**config.mk**
```make
export PLATFORM = sky130hd
export DESIGN_NAME = polynomial_kernel_eval_top
export DESIGN_NICKNAME = d
export VERILOG_FILES = /design/src/design/pke_pkg.sv /design/src/design/pke_queue.sv /design/src/design/pke_front.sv /design/src/design/pke_back.sv /design/src/design/polynomial_kernel_eval_top.sv
export VERILOG_INCLUDE_DIRS = /design/src /design/src/design
export SDC_FILE = /design/constraint.sdc
export NUM_CORES = 2
export LEC_CHECK = 0
export BUFFER_PORTS_ARGS = -buffer_cell sky130_fd_sc_hd__clkbuf_2
export CORE_MARGIN = 2
export CORE_UTILIZATION = 70
export DETAILED_ROUTE_END_ITERATION = 7
export PLACE_DENSITY = 0.87
export SYNTH_ARGS = -nofsm -noshare
export SYNTH_HDL_FRONTEND = slang
export SYNTH_SLANG_ARGS = --single-unit
```
**constraint.sdc**
```tcl
create_clock -name clock -period 27.3 [get_ports clock]
set_input_delay 2.73 -clock clock [delete_from_list [all_inputs] [get_ports clock]]
set_output_delay 2.73 -clock clock [all_outputs]
set_load 0.01 [all_outputs]
```
**src/design/assert_macros.svh**
```systemverilog
// ----------------------------------------------------------------------------
// Assertion macros
// Shared concurrent assertion forms for the polynomial kernel block.
// ----------------------------------------------------------------------------
`ifndef ASSERT_MACROS_SVH
`define ASSERT_MACROS_SVH

// Same-cycle implication, checked at every rising edge outside reset.
`define PKE_ASSERT_NOW(lbl, clk, rst, ante, cons, msg) \
   lbl: assert property (@(posedge clk) disable iff (rst) (ante) |-> (cons)) else $error(msg);

// Next-cycle implication, checked at every rising edge outside reset.
`define PKE_ASSERT_NEXT(lbl, clk, rst, ante, cons, msg) \
   lbl: assert property (@(posedge clk) disable iff (rst) (ante) |=> (cons)) else $error(msg);

`endif

```
**src/design/pke_pkg.sv**
```systemverilog
// ----------------------------------------------------------------------------
// pke_pkg
// Widths, fixed-point constants, register indexes and shared types.
// ----------------------------------------------------------------------------
package pke_pkg;

   localparam int ELEMENT_BITS_DEF = 16;
   localparam int FRAC_BITS        = 24;
   localparam int Q_BITS           = 48;
   localparam int ACC_BITS         = 64;
   localparam int HALF_BITS        = Q_BITS / 2;
   localparam int PROD_BITS        = 2 * Q_BITS;
   localparam int DEG_BITS         = 4;
   localparam int CSR_INDEX_BITS   = 1;
   localparam int CSR_DATA_BITS    = DEG_BITS;
   localparam int STEP_BITS        = 3;
   localparam int QUEUE_DEPTH      = 4;
   localparam int QPTR_BITS        = $clog2(QUEUE_DEPTH);
   localparam int QCNT_BITS        = $clog2(QUEUE_DEPTH + 1);

   localparam logic signed [Q_BITS-1:0] Q_MAX = {1'b0, {(Q_BITS-1){1'b1}}};
   localparam logic signed [Q_BITS-1:0] Q_MIN = {1'b1, {(Q_BITS-1){1'b0}}};
   localparam logic signed [Q_BITS-1:0] ONE_Q = Q_BITS'(64'd1 << FRAC_BITS);
   localparam logic [Q_BITS-1:0] Q_MAX_MAG = {1'b0, {(Q_BITS-1){1'b1}}};
   localparam logic [Q_BITS-1:0] Q_MIN_MAG = {1'b1, {(Q_BITS-1){1'b0}}};
   localparam logic signed [ACC_BITS-1:0] ACC_MAX = {1'b0, {(ACC_BITS-1){1'b1}}};
   localparam logic signed [ACC_BITS-1:0] ACC_MIN = {1'b1, {(ACC_BITS-1){1'b0}}};

   localparam logic [DEG_BITS-1:0] DEGREE_RESET  = 4'd2;
   localparam logic                ADD_ONE_RESET = 1'b1;

   typedef enum logic [CSR_INDEX_BITS-1:0] {
      REG_POLY_DEGREE = 1'b0,
      REG_ADD_ONE     = 1'b1
   } pke_reg_index_type;

   // Shift codes for partial products of the split multiplier.
   localparam logic [1:0] SHIFT_NONE = 2'd0;
   localparam logic [1:0] SHIFT_HALF = 2'd1;
   localparam logic [1:0] SHIFT_FULL = 2'd2;

   // One finished dot product waiting for its power step.
   typedef struct packed {
      logic signed [Q_BITS-1:0] value;
      logic                     clip;
      logic [DEG_BITS-1:0]      degree;
   } pke_entry_type;

   typedef enum logic [2:0] {
      BK_IDLE,
      BK_LOAD,
      BK_MUL,
      BK_ROUND,
      BK_SAT,
      BK_EMIT
   } pke_back_state_type;

endpackage

```
**src/design/pke_queue.sv**
```systemverilog
// ----------------------------------------------------------------------------
// pke_queue
// Small FIFO of dot-product entries between the front and the power unit.
// ----------------------------------------------------------------------------
module pke_queue (
   input  logic                    clock,
   input  logic                    reset,
   input  logic                    push,
   input  pke_pkg::pke_entry_type  push_entry,
   input  logic                    pop,
   output pke_pkg::pke_entry_type  head_entry,
   output logic [pke_pkg::QCNT_BITS-1:0] count
);
   import pke_pkg::*;

   pke_entry_type          slot_ff [QUEUE_DEPTH];
   logic [QPTR_BITS-1:0]   wr_ptr_ff, wr_ptr_in;
   logic [QPTR_BITS-1:0]   rd_ptr_ff, rd_ptr_in;
   logic [QCNT_BITS-1:0]   count_ff, count_in;

   always_comb begin
      wr_ptr_in = wr_ptr_ff;
      rd_ptr_in = rd_ptr_ff;
      count_in  = count_ff;
      if (push) begin
         wr_ptr_in = (wr_ptr_ff == QPTR_BITS'(QUEUE_DEPTH - 1)) ? '0 : wr_ptr_ff + 1'b1;
      end
      if (pop) begin
         rd_ptr_in = (rd_ptr_ff == QPTR_BITS'(QUEUE_DEPTH - 1)) ? '0 : rd_ptr_ff + 1'b1;
      end
      if (push && !pop) begin
         count_in = count_ff + 1'b1;
      end else if (pop && !push) begin
         count_in = count_ff - 1'b1;
      end
   end

   always_ff @(posedge clock) begin
      if (reset) begin
         wr_ptr_ff <= '0;
         rd_ptr_ff <= '0;
         count_ff  <= '0;
      end else begin
         wr_ptr_ff <= wr_ptr_in;
         rd_ptr_ff <= rd_ptr_in;
         count_ff  <= count_in;
      end
   end

   always_ff @(posedge clock) begin
      if (push) begin
         slot_ff[wr_ptr_ff] <= push_entry;
      end
   end

   assign head_entry = slot_ff[rd_ptr_ff];
   assign count      = count_ff;

endmodule

```
**src/design/pke_front.sv**
```systemverilog
// ----------------------------------------------------------------------------
// pke_front
// Multiply element pairs, accumulate with saturation, clamp and queue.
// ----------------------------------------------------------------------------
module pke_front #(
   parameter int ELEMENT_BITS = pke_pkg::ELEMENT_BITS_DEF
) (
   input  logic                            clock,
   input  logic                            reset,
   input  logic                            in_valid,
   input  logic signed [ELEMENT_BITS-1:0]  a_element,
   input  logic signed [ELEMENT_BITS-1:0]  b_element,
   input  logic                            last_pair,
   input  logic [pke_pkg::DEG_BITS-1:0]    poly_degree,
   input  logic                            add_one,
   output logic                            push,
   output pke_pkg::pke_entry_type          push_entry,
   output logic [1:0]                      pend_lasts
);
   import pke_pkg::*;

   localparam int PROD_W = 2 * ELEMENT_BITS;

   // stage 1: product
   logic                     s1_valid_ff;
   logic                     s1_last_ff;
   logic signed [PROD_W-1:0] s1_prod_ff, s1_prod_in;

   // stage 2: accumulator and finished sum
   logic signed [ACC_BITS-1:0] acc_ff, acc_in;
   logic                       clip_ff, clip_in;
   logic                       s2_valid_ff, s2_valid_in;
   logic signed [ACC_BITS-1:0] s2_acc_ff, s2_acc_in;
   logic                       s2_clip_ff, s2_clip_in;

   logic signed [ACC_BITS-1:0] prod_ext;
   logic signed [ACC_BITS:0]   sum_w;
   logic                       ovf;
   logic signed [ACC_BITS-1:0] acc_sat;
   logic signed [ACC_BITS:0]   val_w;

   assign s1_prod_in = a_element * b_element;

   always_ff @(posedge clock) begin
      if (reset) begin
         s1_valid_ff <= 1'b0;
      end else begin
         s1_valid_ff <= in_valid;
      end
   end

   always_ff @(posedge clock) begin
      if (in_valid) begin
         s1_prod_ff <= s1_prod_in;
         s1_last_ff <= last_pair;
      end
   end

   assign prod_ext = ACC_BITS'(s1_prod_ff);
   assign sum_w    = (ACC_BITS+1)'(acc_ff) + (ACC_BITS+1)'(prod_ext);
   assign ovf      = sum_w[ACC_BITS] != sum_w[ACC_BITS-1];
   assign acc_sat  = ovf ? (sum_w[ACC_BITS] ? ACC_MIN : ACC_MAX) : sum_w[ACC_BITS-1:0];

   always_comb begin
      acc_in      = acc_ff;
      clip_in     = clip_ff;
      s2_valid_in = 1'b0;
      s2_acc_in   = s2_acc_ff;
      s2_clip_in  = s2_clip_ff;
      if (s1_valid_ff) begin
         if (s1_last_ff) begin
            // hand the finished sum on and start the next vector from zero
            acc_in      = '0;
            clip_in     = 1'b0;
            s2_valid_in = 1'b1;
            s2_acc_in   = acc_sat;
            s2_clip_in  = clip_ff | ovf;
         end else begin
            acc_in  = acc_sat;
            clip_in = clip_ff | ovf;
         end
      end
   end

   always_ff @(posedge clock) begin
      if (reset) begin
         acc_ff      <= '0;
         clip_ff     <= 1'b0;
         s2_valid_ff <= 1'b0;
      end else begin
         acc_ff      <= acc_in;
         clip_ff     <= clip_in;
         s2_valid_ff <= s2_valid_in;
      end
   end

   always_ff @(posedge clock) begin
      s2_acc_ff  <= s2_acc_in;
      s2_clip_ff <= s2_clip_in;
   end

   // stage 3: add the constant, clamp to Q24.24, push
   assign val_w = (ACC_BITS+1)'(s2_acc_ff) + (add_one ? (ACC_BITS+1)'(ONE_Q) : '0);

   always_comb begin
      push_entry.degree = poly_degree;
      push_entry.clip   = s2_clip_ff;
      push_entry.value  = val_w[Q_BITS-1:0];
      priority if (s2_acc_ff > ACC_BITS'(Q_MAX)) begin
         push_entry.value = Q_MAX;
         push_entry.clip  = 1'b1;
      end else if (val_w > (ACC_BITS+1)'(Q_MAX)) begin
         push_entry.value = Q_MAX;
         push_entry.clip  = 1'b1;
      end else if (val_w < (ACC_BITS+1)'(Q_MIN)) begin
         push_entry.value = Q_MIN;
         push_entry.clip  = 1'b1;
      end else begin
         push_entry.value = val_w[Q_BITS-1:0];
      end
   end

   assign push       = s2_valid_ff;
   assign pend_lasts = {1'b0, s1_valid_ff & s1_last_ff} + {1'b0, s2_valid_ff};

endmodule

```
**src/design/pke_back.sv**
```systemverilog
// ----------------------------------------------------------------------------
// pke_back
// Power sequencer: repeated Q24.24 multiply with floor rounding and clamp.
// ----------------------------------------------------------------------------
module pke_back (
   input  logic                           clock,
   input  logic                           reset,
   input  logic [pke_pkg::QCNT_BITS-1:0]  q_count,
   input  pke_pkg::pke_entry_type         head_entry,
   output logic                           pop,
   output logic                           rsp_valid,
   input  logic                           rsp_stall,
   output logic signed [pke_pkg::Q_BITS-1:0] kernel_value,
   output logic                           saturated
);
   import pke_pkg::*;

   pke_back_state_type state_ff, state_in;

   logic signed [Q_BITS-1:0]   x_val_ff, x_val_in;
   logic [Q_BITS-1:0]          x_mag_ff, x_mag_in;
   logic                       x_neg_ff, x_neg_in;
   logic [Q_BITS-1:0]          r_mag_ff, r_mag_in;
   logic                       r_neg_ff, r_neg_in;
   logic signed [Q_BITS-1:0]   res_ff, res_in;
   logic                       clip_ff, clip_in;
   logic [DEG_BITS-1:0]        deg_ff, deg_in;
   logic [DEG_BITS-1:0]        iter_ff, iter_in;
   logic [STEP_BITS-1:0]       step_ff, step_in;
   logic [Q_BITS-1:0]          pp_ff, pp_in;
   logic [1:0]                 shift_ff, shift_in;
   logic [PROD_BITS-1:0]       prod_ff, prod_in;
   logic [Q_BITS:0]            q_ff, q_in;
   logic                       big_ff, big_in;
   logic                       neg_ff, neg_in;
   logic                       rsp_valid_ff, rsp_valid_in;
   logic signed [Q_BITS-1:0]   rsp_value_ff, rsp_value_in;
   logic                       rsp_sat_ff, rsp_sat_in;

   logic [HALF_BITS-1:0]       a_half, b_half;
   logic [PROD_BITS-1:0]       pp_shifted;
   logic [DEG_BITS-1:0]        iter_next;

   assign a_half    = step_ff[1] ? r_mag_ff[Q_BITS-1:HALF_BITS] : r_mag_ff[HALF_BITS-1:0];
   assign b_half    = step_ff[0] ? x_mag_ff[Q_BITS-1:HALF_BITS] : x_mag_ff[HALF_BITS-1:0];
   assign iter_next = iter_ff + 1'b1;

   always_comb begin
      unique case (shift_ff)
         SHIFT_NONE: pp_shifted = PROD_BITS'(pp_ff);
         SHIFT_HALF: pp_shifted = PROD_BITS'(pp_ff) << HALF_BITS;
         SHIFT_FULL: pp_shifted = PROD_BITS'(pp_ff) << Q_BITS;
         default:    pp_shifted = '0;
      endcase
   end

   always_comb begin
      state_in     = state_ff;
      x_val_in     = x_val_ff;
      x_mag_in     = x_mag_ff;
      x_neg_in     = x_neg_ff;
      r_mag_in     = r_mag_ff;
      r_neg_in     = r_neg_ff;
      res_in       = res_ff;
      clip_in      = clip_ff;
      deg_in       = deg_ff;
      iter_in      = iter_ff;
      step_in      = step_ff;
      pp_in        = pp_ff;
      shift_in     = shift_ff;
      prod_in      = prod_ff;
      q_in         = q_ff;
      big_in       = big_ff;
      neg_in       = neg_ff;
      rsp_value_in = rsp_value_ff;
      rsp_sat_in   = rsp_sat_ff;
      rsp_valid_in = rsp_valid_ff && rsp_stall;
      pop          = 1'b0;

      unique case (state_ff)
         BK_IDLE: begin
            if (q_count != '0) begin
               pop      = 1'b1;
               x_val_in = head_entry.value;
               clip_in  = head_entry.clip;
               deg_in   = head_entry.degree;
               res_in   = ONE_Q;
               r_mag_in = ONE_Q;
               r_neg_in = 1'b0;
               iter_in  = '0;
               state_in = BK_LOAD;
            end
         end
         BK_LOAD: begin
            x_neg_in = x_val_ff[Q_BITS-1];
            x_mag_in = x_val_ff[Q_BITS-1] ? -x_val_ff : x_val_ff;
            step_in  = '0;
            state_in = (deg_ff == '0) ? BK_EMIT : BK_MUL;
         end
         BK_MUL: begin
            // multiply one half pair per cycle and add the registered product of the previous step
            if (step_ff < STEP_BITS'(4)) begin
               pp_in    = a_half * b_half;
               shift_in = 2'(step_ff[1]) + 2'(step_ff[0]);
            end
            if (step_ff != '0) begin
               prod_in = ((step_ff == STEP_BITS'(1)) ? '0 : prod_ff) + pp_shifted;
            end
            step_in = step_ff + 1'b1;
            if (step_ff == STEP_BITS'(4)) begin
               state_in = BK_ROUND;
            end
         end
         BK_ROUND: begin
            neg_in   = r_neg_ff ^ x_neg_ff;
            big_in   = |prod_ff[PROD_BITS-1:FRAC_BITS+Q_BITS];
            q_in     = (Q_BITS+1)'(prod_ff[FRAC_BITS+Q_BITS-1:FRAC_BITS])
                     + (Q_BITS+1)'((r_neg_ff ^ x_neg_ff) && (|prod_ff[FRAC_BITS-1:0]));
            state_in = BK_SAT;
         end
         BK_SAT: begin
            priority if (big_ff) begin
               clip_in  = 1'b1;
               res_in   = neg_ff ? Q_MIN : Q_MAX;
               r_mag_in = neg_ff ? Q_MIN_MAG : Q_MAX_MAG;
               r_neg_in = neg_ff;
            end else if (neg_ff) begin
               if (q_ff > (Q_BITS+1)'(Q_MIN_MAG)) begin
                  clip_in  = 1'b1;
                  res_in   = Q_MIN;
                  r_mag_in = Q_MIN_MAG;
                  r_neg_in = 1'b1;
               end else begin
                  res_in   = $signed(-q_ff[Q_BITS-1:0]);
                  r_mag_in = q_ff[Q_BITS-1:0];
                  r_neg_in = q_ff != '0;
               end
            end else begin
               if (q_ff > (Q_BITS+1)'(Q_MAX_MAG)) begin
                  clip_in  = 1'b1;
                  res_in   = Q_MAX;
                  r_mag_in = Q_MAX_MAG;
               end else begin
                  res_in   = $signed(q_ff[Q_BITS-1:0]);
                  r_mag_in = q_ff[Q_BITS-1:0];
               end
               r_neg_in = 1'b0;
            end
            iter_in  = iter_next;
            step_in  = '0;
            state_in = (iter_next == deg_ff) ? BK_EMIT : BK_MUL;
         end
         BK_EMIT: begin
            if (!rsp_valid_ff || !rsp_stall) begin
               rsp_valid_in = 1'b1;
               rsp_value_in = res_ff;
               rsp_sat_in   = clip_ff;
               state_in     = BK_IDLE;
            end
         end
         default: begin
            state_in = BK_IDLE;
         end
      endcase
   end

   always_ff @(posedge clock) begin
      if (reset) begin
         state_ff     <= BK_IDLE;
         rsp_valid_ff <= 1'b0;
      end else begin
         state_ff     <= state_in;
         rsp_valid_ff <= rsp_valid_in;
      end
   end

   always_ff @(posedge clock) begin
      x_val_ff     <= x_val_in;
      x_mag_ff     <= x_mag_in;
      x_neg_ff     <= x_neg_in;
      r_mag_ff     <= r_mag_in;
      r_neg_ff     <= r_neg_in;
      res_ff       <= res_in;
      clip_ff      <= clip_in;
      deg_ff       <= deg_in;
      iter_ff      <= iter_in;
      step_ff      <= step_in;
      pp_ff        <= pp_in;
      shift_ff     <= shift_in;
      prod_ff      <= prod_in;
      q_ff         <= q_in;
      big_ff       <= big_in;
      neg_ff       <= neg_in;
      rsp_value_ff <= rsp_value_in;
      rsp_sat_ff   <= rsp_sat_in;
   end

   assign rsp_valid    = rsp_valid_ff;
   assign kernel_value = rsp_value_ff;
   assign saturated    = rsp_sat_ff;

endmodule

```
**src/design/polynomial_kernel_eval_top.sv**
```systemverilog
// ----------------------------------------------------------------------------
// polynomial_kernel_eval_top
// Polynomial kernel (x.y + c)^d over two streamed vectors, Q24.24 result.
// ----------------------------------------------------------------------------
//
//   channel  direction  handshake          payload
//   req      in         req_valid/stall    a_element, b_element, last_pair
//   rsp      out        rsp_valid/stall    kernel_value, saturated
//   csr      in         csr_write_en       csr_index, csr_wdata
//
// The front takes one element pair per cycle while req_stall is low. The
// power unit takes one vector at a time and, for degree d, runs d multiplies
// (four 24x24 partial products, their sum, round, clamp per multiply);
// short vectors are paced by the power unit, and the four-entry queue
// soaks up bursts. Reset is synchronous and clears control state and the
// accumulator; registers return to degree 2, add_one set. req_stall rises
// when the queue plus lasts still in the front fill the queue.
// ----------------------------------------------------------------------------
`include "assert_macros.svh"

module polynomial_kernel_eval_top #(
   parameter int ELEMENT_BITS = pke_pkg::ELEMENT_BITS_DEF
) (
   input  logic                                clock,
   input  logic                                reset,
   input  logic                                req_valid,
   output logic                                req_stall,
   input  logic signed [ELEMENT_BITS-1:0]      req_a_element,
   input  logic signed [ELEMENT_BITS-1:0]      req_b_element,
   input  logic                                req_last_pair,
   output logic                                rsp_valid,
   input  logic                                rsp_stall,
   output logic signed [pke_pkg::Q_BITS-1:0]   rsp_kernel_value,
   output logic                                rsp_saturated,
   input  logic                                csr_write_en,
   input  logic [pke_pkg::CSR_INDEX_BITS-1:0]  csr_index,
   input  logic [pke_pkg::CSR_DATA_BITS-1:0]   csr_wdata
);
   import pke_pkg::*;

   // configuration registers
   logic [DEG_BITS-1:0]   poly_degree_ff, poly_degree_in;
   logic                  add_one_ff, add_one_in;

   logic                  req_accept;
   logic                  q_push;
   logic                  q_pop;
   pke_entry_type         q_push_entry;
   pke_entry_type         q_head;
   logic [QCNT_BITS-1:0]  q_count;
   logic [1:0]            front_pend;

   // Take the write; only the low bits of each register survive.
   always_comb begin
      poly_degree_in = poly_degree_ff;
      add_one_in     = add_one_ff;
      if (csr_write_en) begin
         unique case (pke_reg_index_type'(csr_index))
            REG_POLY_DEGREE: poly_degree_in = csr_wdata[DEG_BITS-1:0];
            REG_ADD_ONE:     add_one_in     = csr_wdata[0];
         endcase
      end
   end

   always_ff @(posedge clock) begin
      if (reset) begin
         poly_degree_ff <= DEGREE_RESET;
         add_one_ff     <= ADD_ONE_RESET;
      end else begin
         poly_degree_ff <= poly_degree_in;
         add_one_ff     <= add_one_in;
      end
   end

   // Hold off new pairs while every queue slot is spoken for: either filled
   // or reserved by a last pair still moving through the front stages.
   assign req_stall = ((QCNT_BITS+1)'(q_count) + (QCNT_BITS+1)'(front_pend))
                      >= (QCNT_BITS+1)'(QUEUE_DEPTH);
   assign req_accept = req_valid && !req_stall;

   // Front: multiply, accumulate, clamp, classify last pairs into the queue.
   pke_front #(
      .ELEMENT_BITS (ELEMENT_BITS)
   ) u_front (
      .clock       (clock),
      .reset       (reset),
      .in_valid    (req_accept),
      .a_element   (req_a_element),
      .b_element   (req_b_element),
      .last_pair   (req_last_pair),
      .poly_degree (poly_degree_ff),
      .add_one     (add_one_ff),
      .push        (q_push),
      .push_entry  (q_push_entry),
      .pend_lasts  (front_pend)
   );

   // Queue: decouple the streaming front from the power sequencer.
   pke_queue u_queue (
      .clock      (clock),
      .reset      (reset),
      .push       (q_push),
      .push_entry (q_push_entry),
      .pop        (q_pop),
      .head_entry (q_head),
      .count      (q_count)
   );

   // Back: raise each sum to its degree and drive the output register.
   pke_back u_back (
      .clock        (clock),
      .reset        (reset),
      .q_count      (q_count),
      .head_entry   (q_head),
      .pop          (q_pop),
      .rsp_valid    (rsp_valid),
      .rsp_stall    (rsp_stall),
      .kernel_value (rsp_kernel_value),
      .saturated    (rsp_saturated)
   );

   // A push never lands on a full queue.
   `PKE_ASSERT_NOW(a_push_has_room, clock, reset, q_push, q_count < QCNT_BITS'(QUEUE_DEPTH), "push into full queue")
   // The power unit only pops a filled slot.
   `PKE_ASSERT_NOW(a_pop_not_empty, clock, reset, q_pop, q_count != '0, "pop from empty queue")
   // An accepted last pair is tracked as pending in the front next cycle.
   `PKE_ASSERT_NEXT(a_last_tracked, clock, reset, req_accept && req_last_pair, front_pend != 2'd0, "last pair lost in front")
   // Filled plus reserved slots never exceed the queue depth.
   `PKE_ASSERT_NOW(a_slots_bounded, clock, reset, 1'b1, ((QCNT_BITS+1)'(q_count) + (QCNT_BITS+1)'(front_pend)) <= (QCNT_BITS+1)'(QUEUE_DEPTH), "queue overcommitted")

endmodule
```
==> load_flow_metrics.sql <==
INSERT INTO impl_metrics (metric_group, metric, value, unit) VALUES
('route', 'drc_violations_left', '0', ''),
('worst_setup_path', 'critPathMostFrequentCell', 'sky130_fd_sc_hd__fa_1', ''),
('clock_tree', 'number_of_buffers_added_for_setup_after_cts', '0', ''),
('timing', 'finalSetupTns', '0', 'ps'),
('die', 'placementRows', '119', ''),
('timing', 'slew_viol_final', '0', ''),
('logic_synthesis', 'number_of_warnings_printed_during_yosys_synthesis', '0', ''),
('timing', 'slew-limit-headroom', '1.287', '%'),
('clock_tree', 'cts_repair_resize_count', '0', ''),
('worst_setup_path', 'critical_path.max_stage_delay', '1210', 'ps'),
('placed_design', 'post-dp-hpwl', '154600', 'µm'),
('worst_setup_path', 'worst_setup_path_end_kind', 'flop', ''),
('die', 'floorplan.core_area', '105000', 'µm²'),
('placed_design', 'buffer_ports.inserted', '93', ''),
('worst_setup_path', 'timing.critical_path.fanout_max', '39', ''),
('logic_synthesis', 'synth-seq-cells', '846', ''),
('global_routing', 'grt_use_total', '39.42', '%'),
('clock_tree', 'clk_pin_slew_worst_paths', '60', 'ps'),
('worst_hold_path', 'min-delay-path-class', 'flop to flop', ''),
('die', 'fp.dieW', '328.7', 'µm'),
('clock_tree', 'cts_sinks', '846', ''),
('worst_setup_path', 'path_class', 'flop to flop', ''),
('worst_setup_path', 'worst_ep_arrival_time', '9880', 'ps'),
('logic_synthesis', 'post_synth_instance_area', '73810', 'µm²'),
('route', 'vias', '56820', ''),
('timing', 'finalSetupViolCount', '0', ''),
('worst_setup_path', 'cp_top_family', 'adder cells', ''),
('route', 'routed_wire_length_per_instance', '23.93', 'µm'),
('run_status', 'failed_checks', 'max-capacitance violations', ''),
('run_status', 'outcome', 'complete, but fails checks', ''),
('worst_setup_path', 'worstSetupStartpointType', 'flop', ''),
('global_routing', 'grt_antenna_before_repair', '6', ''),
('timing', 'final.setup_skew', '65.53', 'ps'),
('global_routing', 'largest_net_degree_at_the_start_of_global_routing', '83', ''),
('final_layout', 'layout-drive-gt1-share', '6.599', '%'),
('worst_setup_path', 'critical_path_top_delay_cell', 'sky130_fd_sc_hd__mux2i_1', ''),
('route', 'antenna_violating_nets_post_route', '0', ''),
('route', 'routed_wl', '208200', 'µm'),
('timing', 'finalCritPeriodShare', '34.61', '%'),
('timing', 'max_freq', '0.1058', 'GHz'),
('die', 'die_height', '328.7', 'µm'),
('worst_setup_path', 'required_time_worst_endpoint', '27730', 'ps'),
('clock_tree', 'cts_h_tree_depth', '3', ''),
('die', 'floorplan.die_area', '108100', 'µm²'),
('timing', 'tightest_slew', '1440', 'ps'),
('clock_tree', 'worst_skew_pair.late_latency', '690', 'ps'),
('route', 'detailedRoute.firstPassIterationCount', '8', ''),
('die', 'start_util', '70.31', '%'),
('die', 'io-pin-count', '94', ''),
('logic_synthesis', 'postSynthNetCount', '8539', ''),
('global_routing', 'first_global_vias', '57900', ''),
('logic_synthesis', 'share_of_the_yosys_chip_area_belonging_to_registers', '33.27', '%'),
('job', 'max_cap_violations', '1', ''),
('clock_tree', 'clockBufferDepth', '3', ''),
('timing', 'final_period_minus_worst_setup_slack', '9450', 'ps'),
('logic_synthesis', 'asyncSetResetFlopFracSynth', '0', '%'),
('logic_synthesis', 'syn_inst', '7316', ''),
('global_routing', 'grt_first_pass_wirelength', '327100', 'µm'),
('timing', 'grt_setup_unrepaired', 'no', ''),
('route', 'drtIter0Drc', '6634', ''),
('placed_design', 'globalplace.congestion', '1.034', ''),
('final_layout', 'syn_to_final_growth', '6.294', '%'),
('logic_synthesis', 'synth_edf_count', '761', ''),
('global_routing', 'overflow', '0', ''),
('worst_setup_path', 'critPathBufInv', '7', ''),
('final_layout', 'design.final.nets', '8455', ''),
('logic_synthesis', 'synthFlopType', 'sky130_fd_sc_hd__edfxtp_1', ''),
('logic_synthesis', 'synth_cell_types', '77', ''),
('clock_tree', 'hold_buffers', '0', ''),
('clock_tree', 'cts-root-buf', 'sky130_fd_sc_hd__clkbuf_16', ''),
('logic_synthesis', 'avgSynthCellArea', '10.09', 'µm²'),
('clock_tree', 'total_cts_buffers', '88', ''),
('timing', 'hold_viol_final', '0', ''),
('clock_tree', 'cts_tree', 'built', ''),
('route', 'viasPerCell', '6.529', '');
==> stage by stage <==
step	hold WS, ps	utilization (%)	setup slack (ps)	instance area [µm²]	cells
after floorplan	400.3	-	18000	73810	7316
after global placement	400.2	71.85	18190	75420	8533
after detailed placement	404.5	71.85	18140	75420	8533
after CTS	416.6	74.72	18100	78440	8695
after global routing	424.1	74.73	17570	78440	8696
final	407.5	74.74	17850	78450	8702
==> placed cells by master, fill, tap and decap left out, drive strengths merged, types with 31 or more instances in the layout <==
cell type	Yosys	routed
nor3	86	86
o21ai	284	284
ha	433	433
nor4	40	40
nand3	87	87
clkbuf	338	207
o31ai	31	31
mux2	47	47
and3	33	33
nor2b	43	43
a21oi	335	335
nor2	654	654
mux2i	76	76
xor2	111	111
and2	280	280
edfxtp	761	761
nand2b	68	68
a31oi	38	38
o21a	38	38
o21bai	42	42
nand2	740	740
dfxtp	85	85
xnor2	246	246
nand4	116	116
a21o	157	157
inv	926	931
o311ai	58	58
mux4	53	53
fa	747	747
buf	11	82
==> Yosys cell counts (13+ instances only) <==
| cell | count | share of area [%] |
|---|---|---|
| sky130_fd_sc_hd__a211oi_1 | 30 | 0.31 |
| sky130_fd_sc_hd__nor3_1 | 86 | 0.58 |
| sky130_fd_sc_hd__a21oi_1 | 335 | 2.3 |
| sky130_fd_sc_hd__mux4_2 | 53 | 1.6 |
| sky130_fd_sc_hd__a31oi_1 | 38 | 0.32 |
| sky130_fd_sc_hd__o21ai_0 | 284 | 1.9 |
| sky130_fd_sc_hd__and4_1 | 13 | 0.15 |
| sky130_fd_sc_hd__nand2_1 | 740 | 3.8 |
| sky130_fd_sc_hd__nor4_1 | 39 | 0.33 |
| sky130_fd_sc_hd__xnor2_1 | 246 | 2.9 |
| sky130_fd_sc_hd__clkbuf_1 | 338 | 1.7 |
| sky130_fd_sc_hd__mux2i_1 | 76 | 1.0 |
| sky130_fd_sc_hd__o21a_1 | 38 | 0.39 |
| sky130_fd_sc_hd__or2_2 | 22 | 0.19 |
| sky130_fd_sc_hd__dfxtp_1 | 85 | 2.3 |
| sky130_fd_sc_hd__o311ai_0 | 58 | 0.69 |
| sky130_fd_sc_hd__or4_1 | 23 | 0.23 |
| sky130_fd_sc_hd__o22a_1 | 25 | 0.30 |
| sky130_fd_sc_hd__inv_1 | 926 | 4.7 |
| sky130_fd_sc_hd__o21bai_1 | 42 | 0.43 |
| sky130_fd_sc_hd__ha_1 | 433 | 7.3 |
| sky130_fd_sc_hd__and2_1 | 279 | 2.4 |
| sky130_fd_sc_hd__o31ai_1 | 31 | 0.32 |
| sky130_fd_sc_hd__a22o_1 | 27 | 0.32 |
| sky130_fd_sc_hd__nand2b_1 | 68 | 0.58 |
| sky130_fd_sc_hd__nor2b_1 | 43 | 0.36 |
| sky130_fd_sc_hd__nand3_1 | 87 | 0.59 |
| sky130_fd_sc_hd__xor2_1 | 111 | 1.3 |
| sky130_fd_sc_hd__a21o_1 | 157 | 1.6 |
| sky130_fd_sc_hd__nor2_1 | 653 | 3.3 |
| sky130_fd_sc_hd__or3_1 | 29 | 0.25 |
| sky130_fd_sc_hd__o211ai_1 | 22 | 0.22 |
| sky130_fd_sc_hd__mux2_2 | 47 | 0.72 |
| sky130_fd_sc_hd__nand4_1 | 115 | 0.97 |
| sky130_fd_sc_hd__fa_1 | 747 | 20 |
| sky130_fd_sc_hd__edfxtp_1 | 761 | 31 |
| sky130_fd_sc_hd__and3_1 | 33 | 0.28 |
==> registers in the layout, summed over array words and instances (netlist names), 32 cells and up, named ones only <==
| name | count |
|---|---|
| u_front.acc_ff | 64 |
| u_front.s1_prod_ff | 32 |
| u_back.q_ff | 49 |
| u_back.r_mag_ff | 48 |
| u_back.x_val_ff | 48 |
| u_front.s2_acc_ff | 64 |
| u_queue.slot_ff | 212 |
| u_back.x_mag_ff | 48 |
| u_back.kernel_value | 48 |
| u_back.prod_ff | 96 |
| u_back.res_ff | 47 |
| u_back.pp_ff | 48 |
==> routing by layer <==
| layer | global-route usage (%) | routed length [µm] |
|---|---|---|
| met3 | 7.502 | 19850 |
| met1 | 48.90 | 74000 |
| met4 | 24.56 | 15970 |
| met2 | 64.19 | 98370 |
| met5 | 0 | 12 |
==> final timing paths <==
path,startpoint,endpoint,slack (ps),cells after the start
setup / recovery,u_back.step_ff[0],u_back.pp_ff[47],17850,27
hold reg to reg,u_back.res_ff[39],u_back.kernel_value[39],410,0
hold / removal,u_back.res_ff[39],u_back.kernel_value[39],410,0
setup reg to reg,u_back.step_ff[0],u_back.pp_ff[47],17850,27
==> cell type report <==
class | instances | area, µm²
Inverter | 926 | 3476
Fill cell | 6952 | 26520
Multi-Input combinational cell | 5195 | 44560
Clock inverter | 48 | 553.0
Clock buffer | 114 | 2467
Timing Repair Buffer | 175 | 1081
Sequential cell | 846 | 24560
Antenna cell | 7 | 17.52
Tap cell | 1391 | 1740
==> kinds of logic after synthesis <==
logic type,count (synthesis),share of synthesized area (%)
AND/OR/NAND/NOR,2270,14.46
AO/OA/AOI/OAI,1212,10.59
adder cells (fa/ha/maj),1180,27.60
buffers and inverters,1275,6.484
flip-flops,846,33.27
multiplexers,176,3.365
XOR/XNOR,357,4.236
==> worst register-to-register path: stages, from the launching register on <==
cell	delay (ps)
sky130_fd_sc_hd__edfxtp_1	410
sky130_fd_sc_hd__buf_4	510
sky130_fd_sc_hd__mux2i_1	1250
sky130_fd_sc_hd__nor2_1	230
sky130_fd_sc_hd__fa_1	530
sky130_fd_sc_hd__fa_1	550
sky130_fd_sc_hd__inv_1	60
sky130_fd_sc_hd__fa_1	540
sky130_fd_sc_hd__inv_1	50
sky130_fd_sc_hd__fa_1	500
sky130_fd_sc_hd__inv_1	50
sky130_fd_sc_hd__fa_1	480
sky130_fd_sc_hd__inv_1	60
sky130_fd_sc_hd__fa_1	600
sky130_fd_sc_hd__inv_1	80
sky130_fd_sc_hd__fa_1	590
sky130_fd_sc_hd__inv_1	60
sky130_fd_sc_hd__ha_1	370
sky130_fd_sc_hd__a21o_1	140
sky130_fd_sc_hd__a21o_1	120
sky130_fd_sc_hd__a211oi_1	100
sky130_fd_sc_hd__nor3_1	150
sky130_fd_sc_hd__o21ai_0	150
sky130_fd_sc_hd__a21oi_1	340
sky130_fd_sc_hd__a31oi_1	230
sky130_fd_sc_hd__o31ai_1	660
sky130_fd_sc_hd__a221oi_1	210
sky130_fd_sc_hd__xnor2_1	180
Power is left out: the tool's default activity adds up to more than one toggle a clock period on the data nets, which glitch-free logic cannot reach.
